`config.mk`:
```
export PLATFORM = sky130hd
export DESIGN_NAME = gbn_ctrl
export DESIGN_NICKNAME = d
export VERILOG_FILES = /design/src/rtl/gbn_pkg.sv /design/src/rtl/gbn_ctrl.sv
export SDC_FILE = /design/constraint.sdc
export NUM_CORES = 1
export LEC_CHECK = 0
export BUFFER_PORTS_ARGS = -buffer_cell sky130_fd_sc_hd__buf_2
export CAP_MARGIN = 20
export CORE_MARGIN = 2
export CORE_UTILIZATION = 55
export DETAILED_ROUTE_END_ITERATION = 7
export PLACE_DENSITY = 0.79
export SLEW_MARGIN = 20
export SYNTH_ARGS = -nofsm -noshare
export SYNTH_HDL_FRONTEND = slang
export SYNTH_SLANG_ARGS = --single-unit
```
`constraint.sdc`:
```
create_clock -name clk -period 2.8 [get_ports clk]
set_clock_uncertainty 0.1 [all_clocks]
set_input_delay 0.84 -clock clk [delete_from_list [all_inputs] [get_ports clk]]
set_output_delay 0.84 -clock clk [all_outputs]
set_load 0.01 [all_outputs]
```
`src/rtl/gbn_pkg.sv`:
```
// Shared constants, types and helper functions of the greedy box NMS block.
// Depends on nothing; imported by the top level, the controller and the datapath.
package gbn_pkg;

  localparam int MAX_KEEP = 64;
  localparam int SLOT_W   = (MAX_KEEP > 1) ? $clog2(MAX_KEEP) : 1;
  localparam int CNT_W    = $clog2(MAX_KEEP + 1);
  localparam int LIM_W    = 7;
  localparam int CMP_W    = (CNT_W > LIM_W) ? CNT_W : LIM_W;
  localparam int COORD_W  = 16;
  localparam int AREA_W   = 2 * COORD_W;
  localparam int THR_W    = 17;
  localparam int OUT_SLOT_W = 6;
  localparam int CFG_IDX_W  = 2;

  localparam logic [CFG_IDX_W-1:0] CFG_IOU_THRESHOLD = CFG_IDX_W'(0);
  localparam logic [CFG_IDX_W-1:0] CFG_KEEP_LIMIT    = CFG_IDX_W'(1);

  localparam logic [THR_W-1:0] THR_RESET   = THR_W'(29491);
  localparam logic [LIM_W-1:0] LIMIT_RESET = LIM_W'(64);

  typedef struct packed {
    logic              load;
    logic              rd_en;
    logic [SLOT_W-1:0] rd_addr;
    logic              wr_en;
    logic [SLOT_W-1:0] wr_addr;
  } gbn_cmd_t;

  typedef struct packed {
    logic busy;
    logic hit;
  } gbn_sts_t;

  function automatic logic [COORD_W-1:0] span16(input logic [COORD_W-1:0] lo,
                                                input logic [COORD_W-1:0] hi);
    return (hi >= lo) ? (hi - lo) : '0;
  endfunction

endpackage

```
`src/rtl/gbn_ctrl.sv`:
```
// Controller of the greedy box NMS block: sequences the scan of kept boxes,
// tracks the kept count and holds the result register. Depends on gbn_pkg.
module gbn_ctrl (
  input  logic                     clk,
  input  logic                     rst_n,
  input  logic                     in_valid,
  output logic                     in_ready,
  input  logic                     in_set_start,
  output logic                     out_valid,
  input  logic                     out_ready,
  output logic                     out_kept,
  output logic [5:0]               out_keep_slot,
  output logic                     out_limit_reached,
  input  logic [6:0]               keep_limit,
  output gbn_pkg::gbn_cmd_t        cmd,
  input  gbn_pkg::gbn_sts_t        sts
);
  import gbn_pkg::*;

  typedef enum logic [1:0] {S_IDLE, S_SCAN, S_DRAIN, S_DONE} state_t;

  state_t           state_r;
  logic [CNT_W-1:0] count_r;
  logic [CNT_W-1:0] idx_r;
  logic             closed_r;
  logic             reject_r;
  logic             out_valid_r;
  logic             out_kept_r;
  logic [OUT_SLOT_W-1:0] out_slot_r;
  logic             out_limit_r;

  logic [CMP_W-1:0] lim_wide;
  logic [CNT_W-1:0] lim;
  logic [CNT_W-1:0] cnt_eff;
  logic             closed_eff;
  logic             accept;
  logic             slot_free;
  logic [CNT_W:0]   count_inc;

  always_comb begin
    lim_wide = CMP_W'(keep_limit);
    if (lim_wide == '0) begin
      lim_wide = CMP_W'(1);
    end else if (lim_wide > CMP_W'(MAX_KEEP)) begin
      lim_wide = CMP_W'(MAX_KEEP);
    end
  end

  assign lim        = CNT_W'(lim_wide);
  assign cnt_eff    = in_set_start ? '0 : count_r;
  assign closed_eff = (!in_set_start && closed_r) || (cnt_eff >= lim);
  assign in_ready   = (state_r == S_IDLE);
  assign accept     = in_valid && in_ready;
  assign slot_free  = !out_valid_r || out_ready;
  assign count_inc  = {1'b0, count_r} + (CNT_W + 1)'(1);

  assign cmd.load    = accept;
  assign cmd.rd_en   = (state_r == S_SCAN);
  assign cmd.rd_addr = idx_r[SLOT_W-1:0];
  assign cmd.wr_en   = (state_r == S_DONE) && slot_free && !reject_r && !sts.hit;
  assign cmd.wr_addr = count_r[SLOT_W-1:0];

  assign out_valid         = out_valid_r;
  assign out_kept          = out_kept_r;
  assign out_keep_slot     = out_slot_r;
  assign out_limit_reached = out_limit_r;

  always_ff @(posedge clk) begin
    if (!rst_n) begin
      state_r     <= S_IDLE;
      count_r     <= '0;
      idx_r       <= '0;
      closed_r    <= 1'b0;
      reject_r    <= 1'b0;
      out_valid_r <= 1'b0;
      out_kept_r  <= 1'b0;
      out_slot_r  <= '0;
      out_limit_r <= 1'b0;
    end else begin
      if (out_valid_r && out_ready && (state_r != S_DONE)) begin
        out_valid_r <= 1'b0;
      end
      unique case (state_r)
        S_IDLE: begin
          if (accept) begin
            count_r  <= cnt_eff;
            closed_r <= closed_eff;
            reject_r <= closed_eff;
            idx_r    <= '0;
            if (closed_eff || (cnt_eff == '0)) begin
              state_r <= S_DONE;
            end else begin
              state_r <= S_SCAN;
            end
          end
        end
        S_SCAN: begin
          if (idx_r == count_r - CNT_W'(1)) begin
            state_r <= S_DRAIN;
          end else begin
            idx_r <= idx_r + CNT_W'(1);
          end
        end
        S_DRAIN: begin
          if (!sts.busy) begin
            state_r <= S_DONE;
          end
        end
        S_DONE: begin
          if (slot_free) begin
            out_valid_r <= 1'b1;
            state_r     <= S_IDLE;
            if (reject_r) begin
              out_kept_r  <= 1'b0;
              out_slot_r  <= '0;
              out_limit_r <= 1'b1;
            end else if (sts.hit) begin
              out_kept_r  <= 1'b0;
              out_slot_r  <= '0;
              out_limit_r <= 1'b0;
            end else begin
              out_kept_r  <= 1'b1;
              out_slot_r  <= OUT_SLOT_W'(count_r);
              out_limit_r <= (count_inc >= {1'b0, lim});
              closed_r    <= (count_inc >= {1'b0, lim});
              count_r     <= CNT_W'(count_inc);
            end
          end
        end
        default: begin
          state_r <= S_IDLE;
        end
      endcase
    end
  end

endmodule

```
# After elaboration in Yosys (flattened, before gate mapping)
# Cells that the tools add are included.
[word_totals] regBits=27 in_bits=14 out_inout_bits=25 word_cells=82
[classes] add_sub_neg=3 n_lt_le_gt_ge=3 eq_ne=12 mux=31 reduce_logical=24
[op_table] operator="two-way mux 7 bit" n=9
[op_table] operator="one-hot mux 7 bit (2 select lines)" n=2
[op_table] operator="zero test 7 bit" n=2
[op_table] operator="two-way mux 6 bit" n=2
[op_table] operator="inequality test 2 bit, second input constant" n=6
[op_table] operator="two-way mux 1 bit" n=11
[op_table] operator="two-way mux 2 bit" n=5
[op_table] operator="adder 7 x 1 -> 8 bit, second input constant" n=1
[op_table] operator="greater-or-equal comparator 8 x 7 -> 1 bit" n=1
[op_table] operator="one-hot mux 2 bit (4 select lines)" n=1
[op_table] operator="adder 7 x 1 -> 7 bit, second input constant" n=1
[op_table] operator="equality test 7 bit" n=1
[op_table] operator="greater-or-equal comparator 7 bit" n=1
[op_table] operator="greater-than comparator 7 bit, second input constant" n=1
[op_table] operator="logical AND 1 bit" n=7
[op_table] operator="subtractor 7 x 1 -> 7 bit, second input constant" n=1
[op_table] operator="AND reduction 5 bit" n=1
[op_table] operator="equality test 2 bit, second input constant" n=2
[op_table] operator="zero test 1 bit" n=4
[op_table] operator="inequality test 2 x 1 -> 1 bit, second input constant" n=2
[op_table] operator="AND reduction 2 bit" n=2
[op_table] operator="AND reduction 4 bit" n=1
[op_table] operator="nonzero test 2 bit" n=2
[op_table] operator="logical OR 1 bit" n=3
[op_table] operator="4 further kinds" n=4

# Logic depth before layout (Yosys ltp)
[depth] ltp_word=9 depth_mapped=11 mapped_depth_nobuf=11

# Worst setup path before layout
# No wires, ideal clock.
[synth_timing] path_kind="input to register" from="input port keep_limit[1]" to="register out_limit_r, in the netlist out_limit_reached" setup_time_ns=0.120 arrival_time_ns=2.260 required_time_ns=2.580 path_slack_ns=0.321 stages=10 n_path_buf=0 path_cell_list="nor3_1 -> a21oi_1 -> nor2_1 -> ha_1 -> nand2b_1 -> a21o_1 -> a211oi_1 -> o21ai_0 -> a21oi_1 -> a21oi_1"
[synth_between] elab_chain_cells=6 word_cells_on_any_way=7 classes_between="order compare (2); mux (4); reduce/logical (1)"
[synth_lines] element="start: declaration" line_no="gbn_ctrl.sv:14" text="input logic [6:0] keep_limit,"
[synth_lines] element="greater-than comparator 7 bit" line_no="gbn_ctrl.sv:44" text="end else if (lim_wide > CMP_W'(MAX_KEEP)) begin"
[synth_lines] element="two-way mux 7 bit" line_no="gbn_ctrl.sv:44"
[synth_lines] element="two-way mux 7 bit (*)" line_no="gbn_ctrl.sv:42" text="if (lim_wide == '0) begin"
[synth_lines] element="greater-or-equal comparator 8 x 7 -> 1 bit (*)" line_no="gbn_ctrl.sv:124" text="out_limit_r <= (count_inc >= {1'b0, lim});"
[synth_lines] element="two-way mux 1 bit (*)" line_no="gbn_ctrl.sv:117" text="end else if (sts.hit) begin"
[synth_lines] element="two-way mux 1 bit (*)" line_no="gbn_ctrl.sv:113" text="if (reject_r) begin"
[synth_lines] element="end signal: assignment" line_no="gbn_ctrl.sv:124"
[synth_lines] element="end: declaration" line_no="gbn_ctrl.sv:30" text="logic out_limit_r;"
# Every way passes the cells marked *; elsewhere a longest branch is shown, timed or not.
# A chain may end at the register's enable or synchronous reset.

# Worst setup path after layout
[layout_timing] from="input port keep_limit[1]" to="register state_r[1]"
[layout_between] elab_chain_cells=9 word_cells_on_any_way=10 classes_between="order compare (2); mux (5); reduce/logical (3)"
[layout_lines] element="greater-than comparator 7 bit" line_no="gbn_ctrl.sv:44"
[layout_lines] element="two-way mux 7 bit" line_no="gbn_ctrl.sv:44"
[layout_lines] element="two-way mux 7 bit (*)" line_no="gbn_ctrl.sv:42"
[layout_lines] element="greater-or-equal comparator 7 bit (*)" line_no="gbn_ctrl.sv:51" text="assign closed_eff = (!in_set_start && closed_r) || (cnt_eff >= lim);"
[layout_lines] element="logical OR 1 bit (*)" line_no="gbn_ctrl.sv:51"
[layout_lines] element="logical OR 1 bit (*)" line_no="gbn_ctrl.sv:90" text="if (closed_eff || (cnt_eff == '0)) begin"
[layout_lines] element="two-way mux 2 bit (*)" line_no="gbn_ctrl.sv:90"
[layout_lines] element="two-way mux 2 bit (*)" line_no="gbn_ctrl.sv:85" text="if (accept) begin"
[layout_lines] element="one-hot mux 2 bit (4 select lines) (*)" line_no="gbn_ctrl.sv:83" text="unique case (state_r)"
[layout_lines] element="end signal: assignment" line_no="gbn_ctrl.sv:91" text="state_r <= S_DONE;"
[layout_lines] element="end signal: assignment" line_no="gbn_ctrl.sv:93" text="state_r <= S_SCAN;"
[layout_lines] element="end signal: assignment" line_no="gbn_ctrl.sv:99" text="state_r <= S_DRAIN;"
[layout_lines] element="end: declaration" line_no="gbn_ctrl.sv:22" text="state_t state_r;"
# Every way passes the cells marked *; elsewhere a longest branch is shown, timed or not. The select of a mux whose other input is x is not followed.

==> metrics.txt <==
period utilization between 80% and 90%; Hold Path Stages 2; Post-synth EDFFs 0; Global Route Usage Sum ~22%; detailed-route DRC error count 0; CTS root buf clkbuf_8; initial antenna violation count 0; Worst setup startpoint keep_limit[1]; global route overflow 0; Slowest Stage Delay on Critical Path approximately 0.36 ns; crit path DAT about 2.6 ns; CP endpoint kind flip-flop; CTS tree built; ys async rst share 0%; switch share 37.4%; fmax 400 MHz; DR iter-0 viols 87; Syn Area/Cell between 8 and 9 um2; Synth area leaders dfxtp_1 26%, ha_1 13%, buf_4 5.1%; Gate Count Post-Synth around 250; Final ANT Viol Nets 0; power share of the combinational group 38.9%; antenna fix cells 0; FF-to-FF path depth 10; CP most frequent cell nor2_1; Max VDD drop 0.484 mV; top cell type's share of synthesized area 26.4%; GPL Wtd Cong 0.836; Worst-path clk slew roughly 0.09 ns; cell-internal power 0.689 mW; P per Cell Area slightly below 500 mW/mm2; die area 0.00422 mm2; FILL cells ~340; Psw around 0.41 mW; CP Buf/Inv Count 1; crit-path cells buf_2, nor3_1, a21oi_1, nor2_1, ha_1, nand2b_1, a211oi_1, nor4_1, nor2_1, a311o_1, mux2i_1; DR pass1 iterations 4; Worst Setup Start Kind input pin; Hold Slack a little under 0.4 ns; post-synthesis register bit count 27; Worst Max-Slew Pin Slew 0.521 ns; # hold bufs at CTS 0; required time worst endpoint between 2 and 3 ns; Critical-path top delay cell nor4_1; Clk network pwr share roughly 20%; minimum clock period ~2.5 ns; Post-Syn Area roughly 0.0020 mm2; Mapped Nets 286; number of max-cap violations 0; DR WL/cell between 10 and 15 um; outcome complete, no violations; Synth warnings 0; Distinct cells, synth 48; H-Tree Depth 1; r2r startpoint count_r[3]$_SDFFE_PN0P_; share of cells above drive strength 1 between 20 and 25%; clk buf depth 2; setup TNS 0 ns; delay-heaviest family, CP simple AND/OR/NAND/NOR gates; largest net degree at the start of global routing 17; final max-slew violation count 0; Final setup viols 0; setup slack, reg-to-reg 0.31 ns; DR vias roughly 1900; Clk Latency, worst-skew pair 0.27 ns; Synth Flop Type dfxtp_1; Post-CTS Setup Bufs 0; hold crit path type flip-flop to flip-flop; drt total wl roughly 4600 um; dpl ws around 0.014 ns; clk sinks 27; Worst Path Class, Setup input pin to flip-flop; Hold Fails Final Rpt 0; I/O pin count 39; FP Rows 22; post-synth top area cell dfxtp_1; hold path endpoint closed_r$_SDFFE_PN0P_; unrepaired setup endpoints after global routing false; Die X about 65 um; leakage 1.07 nW; vias in the first global route roughly 1700; sequential share of the synthesized area 26.4%; Sequential Power Share 41.1%; CTS resizes 0; HPWL after DPL around 3600 um; Final Util about 62%; CP Max Fanout 2; Final nets roughly 320; final worst setup slack 0.298 ns; core area 0.00361 mm2; first-pass GRT wire length between 7000 and 8000 um; PortBufs 38; CTS Buf Count 3; P&R area growth vs syn 9.91%; worst hold start closed_r$_SDFFE_PN0P_; Vias per Instance 5.69; R2R Path End out_limit_reached$_SDFFE_PN0P_; initial cell density of the core between 50% and 60%; Slew HR 65.0%; die height between 60 and 70 um
## worst max path at each step
stage / to / slack [ns] / cells past startpoint
final: state_r[1]$_SDFFE_PN0P_ / 0.30 / 11
after global routing: closed_r$_SDFFE_PN0P_ / 0.05 / 10
after CTS: out_limit_reached$_SDFFE_PN0P_ / 0.31 / 10
after detailed placement: out_limit_reached$_SDFFE_PN0P_ / 0.01 / 11
after global placement: out_limit_reached$_SDFFE_PN0P_ / 0.09 / 11
after floorplan: out_limit_reached$_SDFFE_PN0P_ / 0.32 / 10
## routing by layer
metal / global-route usage [%] / share of wire [%]
met1: 28.7 / 46
met2: 38.8 / 48
met3: 2.95 / 4.3
met4: 7.71 / 2.2
met5: 0 / 0
## metrics by stage
| stage | area [um2] | instances | total power, mW |
|---|---|---|---|
| after global placement | 2200 | 325 | 0.873 |
| final | 2250 | 329 | 1.10 |
| after CTS | 2250 | 329 | 1.10 |
| after detailed placement | 2200 | 325 | 0.884 |
| after floorplan | 2050 | 251 | 0.771 |
| after global routing | 2250 | 329 | 1.17 |
## cell usage after synthesis (5+ instances only)
cell and number:
xor2_1 8, nand2_1 25, o21ai_0 19, dfxtp_1 27, inv_1 12, nand3_1 5, a21oi_1 12, a22oi_1 9
nor2_1 27, buf_4 14, ha_1 21, nor2b_1 10
## cell families (layout without fill, tap and decap cells)
logic type / Yosys count / count (layout) / synth area share (%)
adders and majority gates: 21 / 21 / 12.8
AOI/OAI and AO/OA: 65 / 65 / 22.6
buffers and inverters: 34 / 64 / 10.4
xor gates and xnor gates: 11 / 11 / 4.71
muxes: 2 / 2 / 0.979
DFF: 27 / 27 / 26.4
and+or+nand+nor: 91 / 91 / 22.1
## worst min-delay path, delay by kind of cell (launching register included)
family | cells | cell delay, ns
AO/OA/AOI/OAI | 1 | 0.06
AND/OR/NAND/NOR | 1 | 0.06
flip-flops | 1 | 0.34
## final cells by class
class / instances / area (um2) / share of cell area, %
Multi-Input combinational cell: 190 / 1290 / 57.5
Clock inverter: 1 / 7.51 / 0.334
Sequential cell: 27 / 541 / 24.0
Timing Repair Buffer: 47 / 258 / 11.5
Inverter: 13 / 48.8 / 2.17
Tap cell: 48 / 60.1 / 2.67
Clock buffer: 3 / 41.3 / 1.84
## cells in the final DEF (no fill, tap or decap), types with 5 or more instances in the layout
cell     count
nand3_1      5
o21ai_0     19
a21oi_1     12
nand2_1     25
a22oi_1      9
dfxtp_1     27
nor2_1      27
xor2_1       8
buf_2       38
nor2b_1     10
buf_4        9
inv_1       12
ha_1        21
## registers in the layout (all words and copies together), names as in the netlist
name	cells
closed_r	1
out_valid	1
out_limit_reached	1
reject_r	1
state_r	2
out_kept	1
idx_r	7
count_r	7
out_keep_slot	6
## power groups by stage
| stage | registers [mW] | logic [mW] | clock network (mW) |
|---|---|---|---|
| after floorplan | 0.453 | 0.318 | 0 |
| after global placement | 0.459 | 0.414 | 0 |
| after detailed placement | 0.459 | 0.425 | 0 |
| after CTS | 0.451 | 0.426 | 0.224 |
| after global routing | 0.456 | 0.470 | 0.246 |
| final | 0.452 | 0.428 | 0.219 |
Note: power is estimated with default switching activity, not from simulation.
